==> src/hdl/i2cm_pkg.sv <==
// ---------------------------------------------------------------------------
// I2C master bit engine package
// Command codes, engine state and channel word types.
// ---------------------------------------------------------------------------
package i2cm_pkg;

   // func codes on the request channel
   localparam logic [2:0] FUNC_TICK  = 3'd0;
   localparam logic [2:0] FUNC_START = 3'd1;
   localparam logic [2:0] FUNC_STOP  = 3'd2;
   localparam logic [2:0] FUNC_WRITE = 3'd3;
   localparam logic [2:0] FUNC_READ  = 3'd4;
   localparam logic [2:0] FUNC_SACK  = 3'd5;
   localparam logic [2:0] FUNC_WACK  = 3'd6;

   localparam logic [7:0] POLL_LIMIT_RESET = 8'd200;

   typedef enum logic [6:0] {
      CMD_IDLE  = 7'b0000001,
      CMD_START = 7'b0000010,
      CMD_STOP  = 7'b0000100,
      CMD_WRITE = 7'b0001000,
      CMD_READ  = 7'b0010000,
      CMD_SACK  = 7'b0100000,
      CMD_WACK  = 7'b1000000
   } cmd_type;

   typedef struct packed {
      cmd_type    cmd;
      logic [4:0] phase;
      logic [7:0] shift;
      logic [7:0] polls;
      logic       scl;
      logic       sda;
      logic [7:0] rx_byte;
      logic       stop_tmo;
   } eng_state_type;

   typedef struct packed {
      logic [2:0] func;
      logic [7:0] data_byte;
      logic       ack_level;
      logic       sda_in;
   } req_word_type;

   typedef struct packed {
      logic       scl_out;
      logic       sda_out;
      logic       busy_res;
      logic       done_res;
      logic [7:0] rx_data;
      logic       ack_seen;
      logic       timed_out;
      logic       rejected;
   } rsp_word_type;

   function automatic cmd_type func_to_cmd(input logic [2:0] f);
      cmd_type c;
      case (f)
         FUNC_START: c = CMD_START;
         FUNC_STOP:  c = CMD_STOP;
         FUNC_WRITE: c = CMD_WRITE;
         FUNC_READ:  c = CMD_READ;
         FUNC_SACK:  c = CMD_SACK;
         FUNC_WACK:  c = CMD_WACK;
         default:    c = CMD_IDLE;
      endcase
      return c;
   endfunction

endpackage

==> src/hdl/i2cm_if.sv <==
// ---------------------------------------------------------------------------
// I2C master bit engine channel interfaces
// Request, response and control/status write channels.
// ---------------------------------------------------------------------------
interface i2cm_req_if;
   logic       valid;
   logic       ready;
   logic [2:0] func;
   logic [7:0] data_byte;
   logic       ack_level;
   logic       sda_in;
   modport source (output valid, func, data_byte, ack_level, sda_in, input ready);
   modport sink   (input valid, func, data_byte, ack_level, sda_in, output ready);
endinterface

interface i2cm_rsp_if;
   logic       valid;
   logic       ready;
   logic       scl_out;
   logic       sda_out;
   logic       busy_res;
   logic       done_res;
   logic [7:0] rx_data;
   logic       ack_seen;
   logic       timed_out;
   logic       rejected;
   modport source (output valid, scl_out, sda_out, busy_res, done_res, rx_data,
                   ack_seen, timed_out, rejected, input ready);
   modport sink   (input valid, scl_out, sda_out, busy_res, done_res, rx_data,
                   ack_seen, timed_out, rejected, output ready);
endinterface

interface i2cm_csr_if;
   logic       valid;
   logic       ready;
   logic [7:0] wdata;
   modport source (output valid, wdata, input ready);
   modport sink   (input valid, wdata, output ready);
endinterface

==> src/hdl/i2cm_step.sv <==
// ---------------------------------------------------------------------------
// I2C master bit engine step logic
// Advance the command sequencer by one tick and form the response word.
// ---------------------------------------------------------------------------
module i2cm_step
   import i2cm_pkg::*;
(
   input  eng_state_type cur_state,
   input  req_word_type  req_word,
   input  logic [7:0]    poll_limit,
   output eng_state_type nxt_state,
   output rsp_word_type  rsp_word
);

   eng_state_type s;
   logic          is_cmd;
   logic          finish;
   logic          rej;
   logic          ack;
   logic          tmo;
   logic [4:0]    p;
   logic [4:0]    nxt_p;
   logic [8:0]    cnt;

   always_comb begin
      s      = cur_state;
      finish = 1'b0;
      rej    = 1'b0;
      ack    = 1'b0;
      tmo    = 1'b0;
      cnt    = {1'b0, cur_state.polls} + 9'd1;
      is_cmd = (req_word.func >= FUNC_START) && (req_word.func <= FUNC_WACK);

      // take a new command only when idle
      if (s.cmd != CMD_IDLE) begin
         rej = is_cmd;
      end else if (is_cmd) begin
         s.cmd      = func_to_cmd(req_word.func);
         s.phase    = 5'd0;
         s.polls    = 8'd0;
         s.stop_tmo = 1'b0;
         if (req_word.func == FUNC_WRITE) begin
            s.shift = req_word.data_byte;
         end else if (req_word.func == FUNC_SACK) begin
            s.shift = {7'd0, req_word.ack_level};
         end else begin
            s.shift = 8'd0;
         end
      end

      p     = s.phase;
      nxt_p = p + 5'd1;

      case (s.cmd)
         CMD_START: begin
            if (p == 5'd0) begin
               s.scl = 1'b1; s.sda = 1'b1;
            end else if (p == 5'd1) begin
               s.scl = 1'b1; s.sda = 1'b0;
            end else begin
               s.scl = 1'b0; s.sda = 1'b0; finish = 1'b1;
            end
         end
         CMD_STOP: begin
            if (p == 5'd0) begin
               s.scl = 1'b0; s.sda = 1'b0;
            end else if (p == 5'd1) begin
               s.scl = 1'b1; s.sda = 1'b0;
            end else begin
               s.scl = 1'b1; s.sda = 1'b1; finish = 1'b1;
               tmo = s.stop_tmo;
            end
         end
         CMD_WRITE: begin
            if (p < 5'd16) begin
               s.scl = p[0];
               s.sda = s.shift[7];
               if (p[0]) begin
                  s.shift = {s.shift[6:0], 1'b0};
               end
            end else begin
               s.scl = 1'b0; finish = 1'b1;
            end
         end
         CMD_READ: begin
            if (!p[0]) begin
               s.scl = 1'b1; s.sda = 1'b1;
               s.shift = {s.shift[6:0], req_word.sda_in};
            end else begin
               s.scl = 1'b0; s.sda = 1'b1;
               if (p >= 5'd15) begin
                  s.rx_byte = s.shift;
                  finish = 1'b1;
               end
            end
         end
         CMD_SACK: begin
            if (p == 5'd0) begin
               s.scl = 1'b0; s.sda = s.shift[0];
            end else if (p == 5'd1) begin
               s.scl = 1'b1; s.sda = s.shift[0];
            end else begin
               s.scl = 1'b0; s.sda = 1'b1; finish = 1'b1;
            end
         end
         CMD_WACK: begin
            if (p == 5'd0) begin
               s.scl = 1'b0; s.sda = 1'b1;
            end else if (p == 5'd1) begin
               s.scl = 1'b1; s.sda = 1'b1;
            end else if (p == 5'd2) begin
               s.scl = 1'b1; s.sda = 1'b1;
               if (!req_word.sda_in) begin
                  nxt_p = 5'd3;
               end else if (cnt > {1'b0, poll_limit}) begin
                  // poll limit exceeded: fall into the stop sequence
                  s.cmd      = CMD_STOP;
                  s.stop_tmo = 1'b1;
                  nxt_p      = 5'd0;
               end else begin
                  s.polls = cnt[7:0];
                  nxt_p   = 5'd2;
               end
            end else begin
               s.scl = 1'b0; s.sda = 1'b1; ack = 1'b1; finish = 1'b1;
            end
         end
         default: begin
            s.cmd = CMD_IDLE;
         end
      endcase

      if (finish) begin
         s.cmd      = CMD_IDLE;
         s.phase    = 5'd0;
         s.stop_tmo = 1'b0;
      end else if (s.cmd != CMD_IDLE) begin
         s.phase = nxt_p;
      end else begin
         s.phase = 5'd0;
      end

      nxt_state          = s;
      rsp_word.scl_out   = s.scl;
      rsp_word.sda_out   = s.sda;
      rsp_word.busy_res  = (s.cmd != CMD_IDLE);
      rsp_word.done_res  = finish;
      rsp_word.rx_data   = s.rx_byte;
      rsp_word.ack_seen  = ack;
      rsp_word.timed_out = tmo;
      rsp_word.rejected  = rej;
   end

endmodule

==> src/hdl/i2c_master_bit_engine.sv <==
// ---------------------------------------------------------------------------
// I2C master bit engine
// Sequence open-drain SCL/SDA levels, one request word per bit-delay tick.
// ---------------------------------------------------------------------------
//   channel   dir   carries
//   req_ch    in    func, data_byte, ack_level, sda_in (one tick per word)
//   rsp_ch    out   scl_out, sda_out, busy_res, done_res, rx_data, ack_seen,
//                   timed_out, rejected (one word per request word)
//   csr_ch    in    wdata = ack_poll_limit, always ready
//
// A request word lands in the input register when accepted; the step logic
// then writes its response word into the response register once that
// register is free. One word per cycle is sustained while the response
// side is ready; the engine state advances when a word moves into the
// response register. A stalled response backs up into the input register
// and then drops req ready. Synchronous reset clears the engine to idle with
// both lines released and the poll limit at 200.
// ---------------------------------------------------------------------------
module i2c_master_bit_engine
   import i2cm_pkg::*;
(
   input  logic         clock,
   input  logic         reset,
   i2cm_req_if.sink     req_ch,
   i2cm_rsp_if.source   rsp_ch,
   i2cm_csr_if.sink     csr_ch
);

   // input register
   logic          in_valid_ff;
   logic          in_valid_in;
   req_word_type  in_word_ff;

   // engine state and poll limit
   eng_state_type state_ff;
   eng_state_type state_in;
   logic [7:0]    limit_ff;

   // response register
   logic          rsp_valid_ff;
   logic          rsp_valid_in;
   rsp_word_type  rsp_word_ff;
   rsp_word_type  rsp_word_in;

   logic          advance;
   logic          req_take;

   // move a word to the response side when the response register is free
   assign advance  = in_valid_ff && (!rsp_valid_ff || rsp_ch.ready);
   assign req_take = req_ch.valid && req_ch.ready;

   assign req_ch.ready = !in_valid_ff || advance;
   assign csr_ch.ready = 1'b1;

   assign in_valid_in  = req_take || (in_valid_ff && !advance);
   assign rsp_valid_in = advance || (rsp_valid_ff && !rsp_ch.ready);

   i2cm_step u_step (
      .cur_state  (state_ff),
      .req_word   (in_word_ff),
      .poll_limit (limit_ff),
      .nxt_state  (state_in),
      .rsp_word   (rsp_word_in)
   );

   // control state
   always_ff @(posedge clock) begin
      if (reset) begin
         in_valid_ff  <= 1'b0;
         rsp_valid_ff <= 1'b0;
         limit_ff     <= POLL_LIMIT_RESET;
         state_ff     <= '{cmd: CMD_IDLE, phase: 5'd0, shift: 8'd0, polls: 8'd0,
                           scl: 1'b1, sda: 1'b1, rx_byte: 8'd0, stop_tmo: 1'b0};
      end else begin
         in_valid_ff  <= in_valid_in;
         rsp_valid_ff <= rsp_valid_in;
         if (csr_ch.valid) begin
            limit_ff <= csr_ch.wdata;
         end
         // advance the sequencer one tick per word
         if (advance) begin
            state_ff <= state_in;
         end
      end
   end

   // payload registers
   always_ff @(posedge clock) begin
      if (req_take) begin
         in_word_ff.func      <= req_ch.func;
         in_word_ff.data_byte <= req_ch.data_byte;
         in_word_ff.ack_level <= req_ch.ack_level;
         in_word_ff.sda_in    <= req_ch.sda_in;
      end
      if (advance) begin
         rsp_word_ff <= rsp_word_in;
      end
   end

   assign rsp_ch.valid     = rsp_valid_ff;
   assign rsp_ch.scl_out   = rsp_word_ff.scl_out;
   assign rsp_ch.sda_out   = rsp_word_ff.sda_out;
   assign rsp_ch.busy_res  = rsp_word_ff.busy_res;
   assign rsp_ch.done_res  = rsp_word_ff.done_res;
   assign rsp_ch.rx_data   = rsp_word_ff.rx_data;
   assign rsp_ch.ack_seen  = rsp_word_ff.ack_seen;
   assign rsp_ch.timed_out = rsp_word_ff.timed_out;
   assign rsp_ch.rejected  = rsp_word_ff.rejected;

endmodule

==> src/flat_wrapper.sv <==
// flat-port wrapper written by rule: the top's interface ports become plain ports
module i2c_master_bit_engine_flat import i2cm_pkg::*;
  (clock, reset, req_ch_valid, req_ch_func, req_ch_data_byte, req_ch_ack_level, req_ch_sda_in, req_ch_ready, rsp_ch_valid, rsp_ch_scl_out, rsp_ch_sda_out, rsp_ch_busy_res, rsp_ch_done_res, rsp_ch_rx_data, rsp_ch_ack_seen, rsp_ch_timed_out, rsp_ch_rejected, rsp_ch_ready, csr_ch_valid, csr_ch_wdata, csr_ch_ready);
  i2cm_req_if req_ch_i ();
  i2cm_rsp_if rsp_ch_i ();
  i2cm_csr_if csr_ch_i ();
  input  logic clock;
  input  logic reset;
  input wire logic [$bits(req_ch_i.valid)-1:0] req_ch_valid;
  input wire logic [$bits(req_ch_i.func)-1:0] req_ch_func;
  input wire logic [$bits(req_ch_i.data_byte)-1:0] req_ch_data_byte;
  input wire logic [$bits(req_ch_i.ack_level)-1:0] req_ch_ack_level;
  input wire logic [$bits(req_ch_i.sda_in)-1:0] req_ch_sda_in;
  output wire logic [$bits(req_ch_i.ready)-1:0] req_ch_ready;
  output wire logic [$bits(rsp_ch_i.valid)-1:0] rsp_ch_valid;
  output wire logic [$bits(rsp_ch_i.scl_out)-1:0] rsp_ch_scl_out;
  output wire logic [$bits(rsp_ch_i.sda_out)-1:0] rsp_ch_sda_out;
  output wire logic [$bits(rsp_ch_i.busy_res)-1:0] rsp_ch_busy_res;
  output wire logic [$bits(rsp_ch_i.done_res)-1:0] rsp_ch_done_res;
  output wire logic [$bits(rsp_ch_i.rx_data)-1:0] rsp_ch_rx_data;
  output wire logic [$bits(rsp_ch_i.ack_seen)-1:0] rsp_ch_ack_seen;
  output wire logic [$bits(rsp_ch_i.timed_out)-1:0] rsp_ch_timed_out;
  output wire logic [$bits(rsp_ch_i.rejected)-1:0] rsp_ch_rejected;
  input wire logic [$bits(rsp_ch_i.ready)-1:0] rsp_ch_ready;
  input wire logic [$bits(csr_ch_i.valid)-1:0] csr_ch_valid;
  input wire logic [$bits(csr_ch_i.wdata)-1:0] csr_ch_wdata;
  output wire logic [$bits(csr_ch_i.ready)-1:0] csr_ch_ready;
  assign req_ch_i.valid = req_ch_valid;
  assign req_ch_i.func = req_ch_func;
  assign req_ch_i.data_byte = req_ch_data_byte;
  assign req_ch_i.ack_level = req_ch_ack_level;
  assign req_ch_i.sda_in = req_ch_sda_in;
  assign req_ch_ready = req_ch_i.ready;
  assign rsp_ch_valid = rsp_ch_i.valid;
  assign rsp_ch_scl_out = rsp_ch_i.scl_out;
  assign rsp_ch_sda_out = rsp_ch_i.sda_out;
  assign rsp_ch_busy_res = rsp_ch_i.busy_res;
  assign rsp_ch_done_res = rsp_ch_i.done_res;
  assign rsp_ch_rx_data = rsp_ch_i.rx_data;
  assign rsp_ch_ack_seen = rsp_ch_i.ack_seen;
  assign rsp_ch_timed_out = rsp_ch_i.timed_out;
  assign rsp_ch_rejected = rsp_ch_i.rejected;
  assign rsp_ch_i.ready = rsp_ch_ready;
  assign csr_ch_i.valid = csr_ch_valid;
  assign csr_ch_i.wdata = csr_ch_wdata;
  assign csr_ch_ready = csr_ch_i.ready;
  i2c_master_bit_engine u_core (.clock(clock), .reset(reset), .req_ch(req_ch_i), .rsp_ch(rsp_ch_i), .csr_ch(csr_ch_i));
endmodule
==> config.mk <==
export PLATFORM = sky130hd
export DESIGN_NAME = i2c_master_bit_engine_flat
export DESIGN_NICKNAME = d
export VERILOG_FILES = /design/src/hdl/i2cm_pkg.sv /design/src/hdl/i2cm_if.sv /design/src/hdl/i2cm_step.sv /design/src/hdl/i2c_master_bit_engine.sv /design/src/flat_wrapper.sv
export SDC_FILE = /design/constraint.sdc
export NUM_CORES = 1
export LEC_CHECK = 0
export BUFFER_PORTS_ARGS = -buffer_cell sky130_fd_sc_hd__buf_2
export CAP_MARGIN = 20
export CORE_ASPECT_RATIO = 0.7
export CORE_UTILIZATION = 53
export DETAILED_ROUTE_END_ITERATION = 7
export PLACE_DENSITY = 0.76
export SYNTH_ARGS = -nofsm -noshare
export SYNTH_HDL_FRONTEND = slang
export SYNTH_SLANG_ARGS = --single-unit
==> constraint.sdc <==
create_clock -name clock -period 3.59 [get_ports clock]
set_input_delay 0.1795 -clock clock [delete_from_list [all_inputs] [get_ports clock]]
set_output_delay 0.1795 -clock clock [all_outputs]
set_load 0.1 [all_outputs]
==> After elaboration in Yosys (flattened, before gate mapping) <==
Index checks and enable logic that the tools add are counted.
{ "classes": {"bitwise_logic": 1, "n_lt_le_gt_ge": 5, "n_addsub": 2, "mux": 64, "reduce_logical": 17, "eq_ne": 17} }
{ "op_table": {"columns": ["op", "n"], "rows": [
  ["8-bit 2-to-1 mux", 13],
  ["28-bit 2-to-1 mux", 2],
  ["7-bit 2-to-1 mux", 6],
  ["7-bit case mux with 6 select lines", 1],
  ["5-bit 2-to-1 mux", 6],
  ["2-bit 2-to-1 mux", 11],
  ["1-bit 2-to-1 mux", 21],
  ["7-bit by 1-bit inequality test with 1-bit output (second input constant)", 3],
  ["8-bit case mux with 2 select lines", 1],
  ["7-bit case mux with 2 select lines", 1],
  ["2-bit case mux with 6 select lines", 1],
  ["8-bit by 1-bit adder with 9-bit output (second input constant)", 1],
  ["3-bit == test (second input constant)", 3],
  ["9-bit by 8-bit > comparator with 1-bit output", 1],
  ["7-bit by 2-bit == test with 1-bit output (second input constant)", 1],
  ["7-bit by 3-bit == test with 1-bit output (second input constant)", 1],
  ["7-bit by 4-bit == test with 1-bit output (second input constant)", 1],
  ["7-bit by 5-bit == test with 1-bit output (second input constant)", 1],
  ["7-bit by 6-bit == test with 1-bit output (second input constant)", 1],
  ["7-bit == test (second input constant)", 1],
  ["3-bit by 2-bit == test with 1-bit output (second input constant)", 2],
  ["3-bit OR reduction", 2],
  ["5-bit by 1-bit adder with 5-bit output (second input constant)", 1],
  ["5-bit by 1-bit == test with 1-bit output (second input constant)", 1],
  ["13 further kinds", 23]
]} }
{ "word_totals": {"inputBits": 26, "ff_bits": 77} }

==> Logic depth before layout (Yosys ltp) <==
{ "depth": {"ltp_word": 14, "depth_mapped": 18} }

==> Hierarchy <==
A second synthesis with hierarchy kept.
{ "hier_totals": {"cells_unflattened": 484, "area_unflattened_um2": 4789.6} }
{ "by_module_without_submodules": {"columns": ["mod", "seq_area_each_um2", "cells_each", "instances", "area_per_inst_um2"], "rows": [
  ["i2c_master_bit_engine", 1821.7, 235, 1, 2991.6],
  ["i2cm_step", 0.0, 249, 1, 1798.0]
]} }

==> Worst setup path after synthesis <==
No wires, ideal clock.
{ "synth_timing": {"path_type": "reg-to-reg", "from": "reg u_core.state_ff[34] in the netlist's numbering", "to": "reg u_core.state_ff[5] in the netlist's numbering", "stages_incl_launch_ff": 19, "period_less_slack_ns": 3.851, "arrival_time_ns": 3.781, "n_path_buf": 5, "slack_ns": -0.261, "required_ns": 3.519, "path_cell_list": "dfxtp_1 > or4_4 > buf_6 > or4_1 > buf_2 > clkbuf_1 > clkbuf_1 > and2_1 > ha_1 > nand2_1 > nor2_1 > ha_1 > a311o_1 > nand4_1 > clkbuf_1 > nand2_1 > o21ai_0 > nand2_1 > a21oi_1"} }
{ "synth_rtl": {"columns": ["item", "line_no", "source"], "rows": [
  ["start: declaration", "i2c_master_bit_engine.sv:35", "eng_state_type state_ff;"],
  ["start signal: assignment", "i2c_master_bit_engine.sv:72", "state_ff <= '{cmd: CMD_IDLE, phase: 5'd0, shift: 8'd0, polls: 8'd0,"],
  ["start signal: assignment", "i2c_master_bit_engine.sv:82", "state_ff <= state_in;"]
]} }

==> Worst setup path in the final report <==
{ "layout_timing": {"from": "reg u_core.state_ff[35] in the netlist's numbering", "to": "reg u_core.state_ff[28] in the netlist's numbering"} }
{ "layout_between": {"elab_chain_cells": 11, "word_cells_on_any_way": 39} }
{ "layout_rtl": {"columns": ["item", "line_no", "source"], "rows": [
  ["7-bit by 1-bit inequality test with 1-bit output / 28-bit 2-to-1 mux (equally long branches)", "i2cm_step.sv:35, i2cm_step.sv:37", null],
  ["28-bit 2-to-1 mux (*)", "i2cm_step.sv:35", "if (s.cmd != CMD_IDLE) begin"],
  ["7-bit 2-to-1 mux", "i2cm_step.sv:115", "end else if (cnt > {1'b0, poll_limit}) begin"],
  ["7-bit 2-to-1 mux", "i2cm_step.sv:113", "if (!req_word.sda_in) begin"],
  ["7-bit 2-to-1 mux", "i2cm_step.sv:111", "end else if (p == 5'd2) begin"],
  ["7-bit 2-to-1 mux", "i2cm_step.sv:109", "end else if (p == 5'd1) begin"],
  ["7-bit 2-to-1 mux", "i2cm_step.sv:107", "if (p == 5'd0) begin"],
  ["7-bit case mux with 2 select lines", "i2cm_step.sv:54", "case (s.cmd)"],
  ["7-bit by 1-bit inequality test with 1-bit output", "i2cm_step.sv:137", "end else if (s.cmd != CMD_IDLE) begin"],
  ["5-bit 2-to-1 mux", "i2cm_step.sv:137", null],
  ["5-bit 2-to-1 mux (*)", "i2cm_step.sv:133", "if (finish) begin"]
]} }
Mark *: on every way between the ends. The rest lies on a longest branch, timed or not.
A chain may end at the register's enable or synchronous reset.

==> results.md <==
- Die Wd: between 100 and 150 um
- Hold path endpoint: u_core.in_word_ff[3]
- Reg-to-reg endpoint: u_core.state_ff[28]
- Fraction of registers with async set/reset: 0%
- Placed cells: approximately 580
- Top cell type's share of synthesized area: between 20% and 30%
- Largest net degree at the start of global routing: between 40 and 50
- Synth Instances: 446
- Sequence of cells on the critical path: or4_4 > or4_4 > nand2_1 > inv_1 > ha_1 > or3_1 > a211oi_2 > a31oi_1 > and3_4 > nand2_2 > inv_2 > a32o_1
- Main synth FF type: dfxtp_1
- Core Area: between 7000 and 8000 um^2
- CP Class: reg -> reg
- DRT Pass-1 Iters: 5
- Slowest stage delay, CP: just over 0.6 ns
- Minimum clock period: between 3 and 4 ns
- Die Y: 75.66 um
- Global Route Usage Sum: roughly a quarter
- Worst Path Buf+Inv: 2
- Most frequent cell after synthesis: nand2_1
- Crit-path leading delay family: simple AND/OR/NAND/NOR gates
- Cell area after synthesis: around 4100 um^2
- Post-Route WL: 10030 um
- Diodes inserted: 0
- PortBufs: 42
- Worst Skew: roughly 0.017 ns
- DR WL/cell: 16.61 um
- Vias per inst: just under 6
- Fin cells: roughly 600
- Most used cell, CP: or4_4
- Worst setup SP type: flop
- Skew-Pair Late Insertion Delay: ~0.35 ns
- Synth area leader: dfxtp_1
- RD Place Congestion: 0.9208
- Ys Warns: 0
- Hold Violations, Final: 0
- Max Clock Freq: approximately 290 MHz
- DRT antenna net count: 0
- Synthesized flop and latch total: 77
- R2R Setup Slk: ~0.12 ns
- Sequential share of the synthesized area: between 40 and 50%
- CTS root buf: clkbuf_8
- Netlist cell types: 70
- H-tree Lvls: 3
- Fraction of layout cells with a size suffix above 1: about a fifth
- First-pass GRT wire length: roughly 16000 um
- CTS sink count: just under 80
- Clock slew at reported path FFs: around 0.09 ns
- Setup TNS: 0 ns
- Maximum vdd drop: approximately 0.27 mV
- Syn avg cell area: 9.210 um^2
- RSZ-0062 raised after global routing: no
- Slew headroom: a little under half
- I/O pins: 44
- Post-synth EDFFs: 28
- DP Wirelength: approximately 7000 um
- Pwr Density: between 400 and 500 nW/um^2
- Post-route DRC: 0
- Num rows: 26
- Critical path's slowest cell: or4_4
- Vias in the first global route: roughly 3100
- Hold_sp: req_ch_data_byte[1]
- Outcome: finished, final reports clean
- Static Leak: 1.951 nW
- Largest cells by area after synthesis: dfxtp_1 24%, edfxtp_1 20%, nand2_1 6.2%, a21oi_1 4.5%, ha_1 4.3%
- Area growth, synth to finish: 16.60%
- Crit. End Element: flop
- GRT overflow: 0
- MaxCap Viol Count: 0
- Setup Viol. Count Final: 0
- Initial Util: a little under three fifths
- Vias: around 3500
- Final Slew Violations: 0
- Detailed Route Iter0 Violations: between 300 and 400
- TritonCTS Buffers: 9
- Die area: 8112 um^2
- Critical Path RT: ~3.8 ns
- Net count, final: about 540
- Reg-to-Reg Start: u_core.state_ff[35]
- Hold Crit Class: in -> reg
- FILL cells: 610
- Reg2Reg Depth: 12
- CP arrival: around 3.7 ns
- CTS Buffer Depth: 2
- CTS tree: done
- Slew @ Worst Pin: 0.8023 ns
- Post-Syn Nets: ~490
- Final Cycle Share: 96.61%
- Total chip power: around 0.002 W
- Most instantiated cells after synthesis: 68 x nand2_1, 49 x dfxtp_1, 37 x a21oi_1, 29 x nor2_1, 28 x edfxtp_1
- Initial antenna violation count: 0
- Maximum fanout along the worst path: 11
- Hold path cells: 1
==> logic make-up after synthesis <==
| group | synth area share [%] |
|---|---|
| AND/OR/NAND/NOR | 21.41 |
| AO/OA/AOI/OAI | 19.68 |
| flip-flops | 44.35 |
| buffers and inverters | 4.782 |
| multiplexers | 3.716 |
| adder cells (fa/ha/maj) | 4.264 |
| XOR/XNOR | 1.706 |
| other | 0.09129 |
==> flip-flops by register name, summed over array words and instances, names as in the netlist, 8 cells and up <==
name	cells
u_core.state_ff	39
u_core.rsp_ch.rx_data	8
u_core.in_word_ff	13
u_core.limit_ff	8
==> routing by layer <==
layer  global-route usage [%]  part of all wire (%)
met4                    5.632                   1.1
met1                    39.58                    50
met2                    36.63                    41
met5                        0                     0
met3                    6.929                   7.9
==> report_power, final <==
part           switching, W  internal, W  total (W)
Combinational      0.000245     0.000108   0.000353
Clock              0.000319     0.000356   0.000674
Sequential        0.0000205     0.000938   0.000958
Total              0.000584      0.00140    0.00199
==> cell usage in the layout, fill, tap and decap left out, types with 7 or more instances in the layout <==
cell	netlist	layout
ha_1	14	13
nand2_1	68	68
o211ai_1	7	7
a22oi_1	8	8
buf_4	1	15
buf_2	1	42
inv_1	22	22
mux2i_1	13	13
clkbuf_8	0	10
o21ai_0	14	14
nor2_1	29	27
nand3_1	12	12
nor3_1	7	7
dlygate4sd3_1	0	10
dfxtp_1	49	48
a21o_1	9	9
edfxtp_1	28	28
a21oi_1	37	37
==> what timing repair did <==
| item | CTS | global route |
|---|---|---|
| resized for setup | 0 | 5 |
| setup buffers | 0 | 0 |
| endpoints found under the setup margin | 0 | 8 |
| hold buffers | 6 | 4 |
| endpoints found under the hold margin | 6 | 4 |
==> cell type report <==
type                            instances  area (um^2)  share of cell area [%]
Multi-Input combinational cell        322         2122                   44.31
Sequential cell                        77         1823                   38.06
Timing Repair Buffer                   67        422.9                   8.830
Clock buffer                           14        195.2                   4.075
Tap cell                               98        122.6                   2.560
Inverter                               24        90.09                   1.881
Clock inverter                          2        13.76                  0.2874
==> metrics by stage <==
stage | area, um^2 | hold slack, ns | setup WS [ns] | util (%)
2_1_floorplan | 4151 | 0.2784 | 0.01724 | -
3_3_place_gp | 4461 | 0.3557 | 0.2888 | 60.40
3_5_place_dp | 4461 | 0.3576 | 0.2037 | 60.40
4_1_cts | 4730 | 0.002602 | 0.1517 | 64.05
5_1_grt | 4790 | 0.001123 | 0.003037 | 64.86
6_report | 4790 | 0.01151 | 0.1218 | 64.86
==> worst max-delay path by stage <==
stage                                    from                  end  slack (ns)  cells past startpoint
after floorplan           u_core.state_ff[34]  u_core.state_ff[29]        0.02                     17
after global placement    u_core.state_ff[34]  u_core.state_ff[28]        0.29                     12
after detailed placement  u_core.state_ff[34]  u_core.state_ff[28]        0.20                     12
after CTS                 u_core.state_ff[35]  u_core.state_ff[28]        0.15                     12
after global routing      u_core.state_ff[11]  u_core.state_ff[11]       0.003                     13
final                     u_core.state_ff[35]  u_core.state_ff[28]        0.12                     12
No activity file was read; power rests on OpenSTA's default activity.
